<file path="config.mk">
export PLATFORM = sky130hd
export DESIGN_NAME = ifla_ctrl
export DESIGN_NICKNAME = d
export VERILOG_FILES = /design/src/hw/rtl/ifla_pkg.sv /design/src/hw/rtl/ifla_ctrl.sv
export SDC_FILE = /design/constraint.sdc
export NUM_CORES = 1
export LEC_CHECK = 0
export BUFFER_PORTS_ARGS = -buffer_cell sky130_fd_sc_hd__buf_2
export CAP_MARGIN = 15
export CORE_AREA = 2 2 39 41
export DETAILED_ROUTE_END_ITERATION = 6
export DIE_AREA = 0 0 41 43
export SETUP_SLACK_MARGIN = 0.05
export SYNTH_ARGS = -nofsm -noshare
export SYNTH_HDL_FRONTEND = slang
export SYNTH_SLANG_ARGS = --single-unit
</file>
<file path="constraint.sdc">
create_clock -name clk -period 2.2 [get_ports clk]
set_clock_uncertainty 0.05 [all_clocks]
set_input_delay 0.22 -clock clk [delete_from_list [all_inputs] [get_ports clk]]
set_output_delay 0.22 -clock clk [all_outputs]
set_load 0.01 [all_outputs]
</file>
<file path="src/hw/rtl/ifla_pkg.sv">
`timescale 1ns / 1ps

package ifla_pkg;

  // Fixed field widths of the ports
  localparam int KIND_W = 2;
  localparam int IDX_FW = 10;
  localparam int STAT_W = 2;
  localparam int CNT_FW = 11;
  localparam int SIZE_W = 11;

  // Default storage depth and pool_size value after reset
  localparam int POOL_DEPTH_DEF = 1024;
  localparam int POOL_SIZE_RST  = 1024;

  // Request kinds
  localparam logic [KIND_W-1:0] KIND_ALLOC   = 2'd0;
  localparam logic [KIND_W-1:0] KIND_RELEASE = 2'd1;
  localparam logic [KIND_W-1:0] KIND_REWIND  = 2'd2;

  // Result status codes
  localparam logic [STAT_W-1:0] ST_OK    = 2'd0;
  localparam logic [STAT_W-1:0] ST_EMPTY = 2'd1;
  localparam logic [STAT_W-1:0] ST_RANGE = 2'd2;
  localparam logic [STAT_W-1:0] ST_FREE  = 2'd3;

  // Controller to datapath commands
  typedef struct packed {
    logic issue;        // latch request, read queue head and flag
    logic sweep_start;  // latch new size, reset head and count
    logic sweep_step;   // write one queue entry and clear one flag
    logic commit;       // apply the request and load the result
  } ifla_cmd_t;

  // Datapath to controller status
  typedef struct packed {
    logic sweep_last;   // sweep counter is on the last entry of the pool
    logic slot_free;    // result register can take a new word
  } ifla_stat_t;

endpackage

</file>
<file path="src/hw/rtl/ifla_ctrl.sv">
`timescale 1ns / 1ps

module ifla_ctrl import ifla_pkg::*; (
  input  logic              clk,
  input  logic              rst,
  input  logic              in_valid,
  input  logic [KIND_W-1:0] kind,
  input  ifla_stat_t        stat,
  output logic              in_ready,
  output ifla_cmd_t         cmd
);

  typedef enum logic [3:0] {
    S_INIT  = 4'b0001,
    S_IDLE  = 4'b0010,
    S_SWEEP = 4'b0100,
    S_EXEC  = 4'b1000
  } state_t;

  state_t state;
  state_t state_next;
  logic   accept;

  assign in_ready = (state == S_IDLE);
  assign accept   = in_valid && in_ready;

  // Next state and commands
  always_comb begin
    state_next = state;
    cmd        = '0;
    unique case (state)
      S_INIT: begin
        cmd.sweep_step = 1'b1;
        if (stat.sweep_last) begin
          state_next = S_IDLE;
        end
      end
      S_IDLE: begin
        if (accept) begin
          if (kind == KIND_REWIND) begin
            cmd.sweep_start = 1'b1;
            state_next      = S_SWEEP;
          end else begin
            cmd.issue  = 1'b1;
            state_next = S_EXEC;
          end
        end
      end
      S_SWEEP: begin
        cmd.sweep_step = 1'b1;
        if (stat.sweep_last) begin
          state_next = S_EXEC;
        end
      end
      S_EXEC: begin
        if (stat.slot_free) begin
          cmd.commit = 1'b1;
          state_next = S_IDLE;
        end
      end
      default: begin
        state_next = S_IDLE;
      end
    endcase
  end

  always_ff @(posedge clk) begin
    if (rst) begin
      state <= S_INIT;
    end else begin
      state <= state_next;
    end
  end

endmodule

</file>
# [Word level (Yosys, flattened, before mapping)]
# Cells that the tools add are included.
[totals] word_cells=26 reg_bits=4 output_inout_bits=5 in_bits=7
[op_classes] eq_ne=9 n_reduce_logical=3 mux=13
[op_table] operator="$mux 4" count=5
[op_table] operator="$pmux 4 s4" count=1
[op_table] operator="$ne 2x2->1 const B" count=3
[op_table] operator="$mux 1" count=5
[op_table] operator="$eq 4x1->1 const B" count=1
[op_table] operator="$eq 4x2->1 const B" count=1
[op_table] operator="$eq 4x3->1 const B" count=1
[op_table] operator="$eq 4x4->1 const B" count=1
[op_table] operator="$mux 2" count=2
[op_table] operator="$reduce_and 4->1" count=1
[op_table] operator="$eq 2x2->1 const B" count=1
[op_table] operator="$ne 2x1->1 const B" count=1
[op_table] operator="$reduce_or 2->1" count=1
[op_table] operator="$logic_and 1x1->1" count=1

# [Depth between registers and ports, before layout]
# Gate-level depths: netlist of run 1.
[depth] word_depth=4 ltp_mapped=4 depth_no_buf=3

# [Worst setup path after synthesis of run 1]
# No wires, ideal clock.
[synth_timing] path_type="flip-flop to output port" from="reg state[2]" to="out cmd[1] (netlist name)" required_time_ns=1.930 stages_incl_launch_ff=4 t_arrival_ns=1.023 slack_ns=0.907 n_path_buf=1 path_cell_list="dfxtp_1 clkbuf_1 xor2_1 nor3b_1"
[synth_lines] item="start: declaration" line="ifla_ctrl.sv:20" text="state_t state;"
[synth_lines] item="start signal: assignment" line="ifla_ctrl.sv:71" text="state <= state_next;"
[synth_lines] item="end: declaration" line="ifla_ctrl.sv:10" text="output ifla_cmd_t cmd"

==> impl_metrics.env, run 1 <==
export IMPL_finalSetupViolations=0
export IMPL_yosysSeqAreaShare_pct=30.33
export IMPL_power_frac_seq_pct=40.1
export IMPL_status="complete, no violations"
export IMPL_die_h_um=43
export IMPL_r2r_slack_ps=960
export IMPL_combPwrFrac_pct=16.9
export IMPL_htreeDepth=1
export IMPL_grt_overflow=0
export IMPL_grtUsageMet1_pct=11.58
export IMPL_postPlaceCellArea_um2=331.6
export IMPL_p_sw_share_pct=25.43
export IMPL_switching_power_uw=53.17
export IMPL_hold_path_class="in2reg"
export IMPL_grt_max_degree=9
export IMPL_portBuffers=11
export IMPL_synth_compound_area_share_pct=24.64
export IMPL_fmax_mhz=647.6
export IMPL_dr_total_vias=279
export IMPL_irDropWorstVdd_v=0.0001662
export IMPL_synth_area_per_cell_um2=8.000
export IMPL_core_area_um2=1384
export IMPL_rsz0062_at_grt="no"
export IMPL_critical_path_required_ps=1930
export IMPL_final_max_slew_viol_count=0
export IMPL_grt_use_met3_pct=2.618
export IMPL_ioPinCount=12
export IMPL_grt_busiest_layer="met1"
export IMPL_gp_congestion=0.7746
export IMPL_reg_top3="state: 4 flops"
export IMPL_start_util_pct=19.08
export IMPL_largest_register="state"
export IMPL_antenna_found_initial=0
export IMPL_postRouteAntennaNets=0
export IMPL_layout_common_cells="11 x buf_2, 4 x dfxtp_1, 3 x inv_1, 3 x clkbuf_4"
export IMPL_rr_worst_depth=3
export IMPL_rr_endpoint="state[1]$_SDFFE_PP0P_"
export IMPL_hpwl_um=483.3
export IMPL_path_clk_slew_ps=40
export IMPL_drt_iter0_drc=7
export IMPL_dpl_cell_count=58
export IMPL_min_delay_start="rst"
export IMPL_ys_warn_count=0
export IMPL_netlist_area_um2=264.0
export IMPL_worst_setup_path_end_kind="primary output"
export IMPL_fillers=158
export IMPL_grt_pass1_vias=232
export IMPL_cts_tree="yes"
export IMPL_finalInstanceArea_um2=354.1
export IMPL_cts_resized=0
export IMPL_clkPwrFrac_pct=43.0
export IMPL_crit_fanout=8
export IMPL_place_ws_ps=921.8
export IMPL_cts_num_sinks=4
export IMPL_insertion_delay_ps=230
export IMPL_layout_drive_gt1_share_pct=33.33
export IMPL_synth_simple_gate_area_share_pct=34.60
export IMPL_yosysUniqueCellTypes=23
export IMPL_synth_adder_area_share_pct=0
export IMPL_period_needed_ps=1544
export IMPL_p_per_area_nw_per_um2=590.5
export IMPL_num_rows=14
export IMPL_rr_startpoint="state[3]$_SDFFE_PP0P_"
export IMPL_synth_edf_count=0
export IMPL_synth_top_family_by_area="simple AND/OR/NAND/NOR gates"
export IMPL_root_buffer="clkbuf_4"
export IMPL_drt_wl_total_um=646
export IMPL_ys_seq_elements=4
export IMPL_first_pass_iters=4
export IMPL_p_int_uw=155.9
export IMPL_syn_to_final_growth_pct=34.12
export IMPL_p_leak_nw=0.1754
export IMPL_cap_violations=0
export IMPL_synth_cells=33
export IMPL_worst_slack_ps=655.8
export IMPL_die_area_um2=1763
export IMPL_final_common_cell="buf_2"
export IMPL_ctsLongestPathBuffers=2
export IMPL_synth_area_mux_share_pct=0
export IMPL_post_cts_buffers=0
export IMPL_synth_nets=40
export IMPL_hold_buffers=0
export IMPL_max_slew_margin_rel_pct=77.58
export IMPL_hold_path_depth=2
export IMPL_worst_slew_pin_slew_ps=333.8
export IMPL_grt_use_total_pct=8.534
export IMPL_setup_tns_ps=0
export IMPL_path_class="reg2out"
export IMPL_largest_reg_flops=4
export IMPL_nets=54
export IMPL_whs_endpoint="state[2]$_SDFFE_PP0P_"
export IMPL_synth_xor_area_share_pct=3.318
export IMPL_fin_util_pct=25.59
export IMPL_finalHoldViolCount=0
export IMPL_grt_pass1_wl_um=959
export IMPL_final_cells=61
export IMPL_die_width_um=41
export IMPL_critPathArrivalTime_ps=1270
export IMPL_routedWlPerCell_um=10.59
export IMPL_async_flop_share_pct=0
export IMPL_finalCritPeriodShare_pct=70.19
export IMPL_startpoint_type="flop"
export IMPL_drcViolationCount=0
export IMPL_synth_ff_type="dfxtp_1"
export IMPL_numCtsBuffers=3
export IMPL_n_antenna_cell=0
export IMPL_grt_use_met2_pct=9.063
export IMPL_vias_per_cell=4.574
[cells in the mapped netlist (2+ instances only)]
| cell | n | area (µm²) |
|---|---|---|
| clkbuf_1 | 2 | 7.510 |
| and3_1 | 2 | 12.51 |
| nand2_1 | 2 | 7.510 |
| nor4b_1 | 2 | 17.52 |
| dfxtp_1 | 4 | 80.08 |
| inv_1 | 3 | 11.26 |
| nor2_1 | 2 | 7.510 |
[metal layers]
| layer | wire length [µm] | vias to the layer above | part of all wire [%] |
|---|---|---|---|
| met5 | 0 | - | 0 |
| met4 | 0 | 0 | 0 |
| met3 | 54 | 0 | 8.4 |
| met2 | 305 | 10 | 47 |
| met1 | 286 | 126 | 44 |
| li1 | - | 143 | - |
[per-stage QoR]
stage	hold slack (ps)	power [mW]
2_1_floorplan	242.8	0.1059
3_3_place_gp	391.1	0.1200
3_5_place_dp	389.0	0.1202
4_1_cts	139.8	0.2134
5_1_grt	148.9	0.2214
6_report	149.7	0.2091
[worst max-delay path, stage by stage, from the launching register on]
cell and delay (ps):
dfxtp_1 470, xor2_1 210, nor3b_1 190, buf_2 160
[logic make-up after synthesis]
logic type / count (synthesis)
XOR/XNOR: 1
buffers and inverters: 5
flip-flops: 4
AO/OA/AOI/OAI: 8
AND/OR/NAND/NOR: 15
[how the worst max path moves through the flow]
stage	startpoint	to	slack [ps]
floorplan	state[2]$_SDFFE_PP0P_	cmd[1]	910
global placement	state[2]$_SDFFE_PP0P_	cmd[1]	900
detailed placement	state[2]$_SDFFE_PP0P_	cmd[1]	920
CTS	state[2]$_SDFFE_PP0P_	cmd[1]	650
global route	state[2]$_SDFFE_PP0P_	cmd[1]	570
finish	state[2]$_SDFFE_PP0P_	cmd[1]	660
[power groups by stage]
stage | sequential (mW) | clock [mW] | combinational (mW)
finish | 0.0838 | 0.0898 | 0.0354
global route | 0.0845 | 0.0972 | 0.0396
CTS | 0.0838 | 0.0939 | 0.0356
detailed placement | 0.0849 | 0 | 0.0353
global placement | 0.0846 | 0 | 0.0354
floorplan | 0.0806 | 0 | 0.0253
[final cells by class]
type | count | area [µm²] | area share [%]
repair buffers | 11 | 55.05 | 15.55
well taps | 16 | 20.02 | 5.654
multi-input cells | 24 | 165.2 | 46.64
clock buffers | 3 | 22.52 | 6.360
flip-flops and latches | 4 | 80.08 | 22.61
inverters | 3 | 11.26 | 3.180
Note: power is estimated with default switching activity, not from simulation.
==> run 2: changes to the inputs <==
==> constraint.sdc (replaced) <==
create_clock -name clk -period 1.5 [get_ports clk]
set_clock_uncertainty 0.05 [all_clocks]
set_input_delay 0.15 -clock clk [delete_from_list [all_inputs] [get_ports clk]]
set_output_delay 0.15 -clock clk [all_outputs]
set_load 0.01 [all_outputs]
==> impl_metrics.env, run 2 (same netlist as run 1, synthesis figures left out) <==
export IMPL_die_h_um=43
export IMPL_fillers=155
export IMPL_routedWlPerCell_um=10.26
export IMPL_cap_violations=0
export IMPL_grt_pass1_vias=294
export IMPL_path_buf_inv=1
export IMPL_rr_startpoint="state[3]$_SDFFE_PP0P_"
export IMPL_grt_max_degree=9
export IMPL_crit_fanout=7
export IMPL_drt_iter0_drc=3
export IMPL_post_cts_buffers=0
export IMPL_ioPinCount=12
export IMPL_fmax_mhz=701.0
export IMPL_finalHoldViolCount=0
export IMPL_irDropWorstVdd_v=0.0001768
export IMPL_insertion_delay_ps=230
export IMPL_critical_path_required_ps=1300
export IMPL_cts_tree="yes"
export IMPL_max_slew_margin_rel_pct=78.39
export IMPL_cp_endpoint="cmd[3]"
export IMPL_layout_drive_gt1_share_pct=40.00
export IMPL_antenna_found_initial=0
export IMPL_syn_to_final_growth_pct=35.55
export IMPL_htreeDepth=1
export IMPL_final_max_slew_viol_count=0
export IMPL_reg_top3="state: 4 flops"
export IMPL_path_clk_slew_ps=40
export IMPL_cts_num_sinks=4
export IMPL_finalCritPeriodShare_pct=95.11
export IMPL_hold_path_class="in2reg"
export IMPL_final_common_cell="buf_2"
export IMPL_die_width_um=41
export IMPL_postRouteAntennaNets=0
export IMPL_status="complete, no violations"
export IMPL_grt_overflow=0
export IMPL_n_antenna_cell=0
export IMPL_r2r_slack_ps=270
export IMPL_critPathArrivalTime_ps=1230
export IMPL_postPlaceCellArea_um2=331.6
export IMPL_worst_setup_path_end_kind="primary output"
export IMPL_core_area_um2=1384
export IMPL_p_leak_nw=0.1754
export IMPL_grt_pass1_wl_mm=1.097
export IMPL_drcViolationCount=0
export IMPL_worst_slew_pin_slew_ps=321.7
export IMPL_largest_register="state"
export IMPL_vias_per_cell=4.607
export IMPL_finalInstanceArea_um2=357.8
export IMPL_layout_common_cells="11 x buf_2, 3 x inv_1, 3 x clkbuf_4"
export IMPL_p_per_area_nw_per_um2=852.5
export IMPL_drt_wl_total_um=626
export IMPL_path_cells="and3b_2, and3_1, buf_2"
export IMPL_start_util_pct=19.08
export IMPL_gp_congestion=0.8029
export IMPL_rr_endpoint="state[1]$_SDFFE_PP0P_"
export IMPL_finalSetupViolations=0
export IMPL_rsz0062_at_grt="yes"
export IMPL_hpwl_um=484.8
export IMPL_first_pass_iters=2
export IMPL_die_area_um2=1763
export IMPL_rr_worst_depth=3
export IMPL_cp_depth=3
export IMPL_portBuffers=11
export IMPL_nets=54
export IMPL_critPathTopFamily="simple AND/OR/NAND/NOR gates"
export IMPL_period_needed_ps=1427
export IMPL_slowest_stage="dfxtp_1"
export IMPL_numCtsBuffers=3
export IMPL_num_rows=14
export IMPL_grt_use_total_pct=9.829
export IMPL_largest_reg_flops=4
export IMPL_dr_total_vias=281
export IMPL_ctsLongestPathBuffers=2
export IMPL_slowest_delay_ps=420
export IMPL_setup_worst_path_start="state[3]$_SDFFE_PP0P_"
export IMPL_startpoint_type="flop"
export IMPL_root_buffer="clkbuf_4"
export IMPL_path_class="reg2out"
export IMPL_power_total_uw=305.0
-- run 2: cell types whose count changed in the layout (fill, tap and decap cells not counted) --
cell	change
dfxtp_1	-2
dfxtp_2	+2
and3b_1	-1
and3b_2	+1
-- run 2: worst min path at each step --
stage,from,endpoint,slack (ps),depth (start not counted)
floorplan,rst,state[2]$_SDFFE_PP0P_,170,1
global placement,rst,state[2]$_SDFFE_PP0P_,330,2
detailed placement,rst,state[2]$_SDFFE_PP0P_,330,2
CTS,rst,state[2]$_SDFFE_PP0P_,70,2
global route,rst,state[2]$_SDFFE_PP0P_,80,2
finish,rst,state[2]$_SDFFE_PP0P_,80,2
-- run 2: what timing repair did --
item / in CTS / in global routing
hold buffers: 0 / 0
gates resized for setup: 2 / 1
endpoints found under the setup margin: 1 / 3
gates cloned: 0 / 0
-- run 2: metrics by stage --
stage | setup WS, ps | std cells | TNS [ps] | hold WS, ps | utilization [%]
6_report | 73.40 | 61 | 0 | 80.64 | 25.86
5_1_grt | -5.358 | 61 | -6.142 | 84.76 | 25.86
4_1_cts | 75.81 | 61 | 0 | 72.91 | 25.77
3_5_place_dp | 283.7 | 58 | 0 | 325.8 | 23.96
3_3_place_gp | 297.0 | 58 | 0 | 325.8 | 23.96
2_1_floorplan | 276.8 | 33 | 0 | 172.8 | -
-- run 2: power breakdown --
group | switching (mW) | internal, mW
Clock | 0.0404 | 0.0893
Combinational | 0.0250 | 0.0269
Sequential | 0.00998 | 0.113
-- run 2: layer usage --
layer	share of wire [%]	GRT usage [%]	vias up	wire, µm
li1	-	-	144	-
met1	45	12.50	125	280
met2	45	11.88	10	283
met3	7.7	0	2	48
met4	2.2	14.00	0	14
met5	0	0	-	0
-- run 2: area by class of cell --
cell class	count	area, µm²	share of cell area (%)
inverter	3	11.26	3.147
clock buffer	3	22.52	6.294
sequential	4	82.58	23.08
timing repair buffer	11	55.05	15.38
multi-input combinational	24	166.4	46.50
tap	16	20.02	5.594
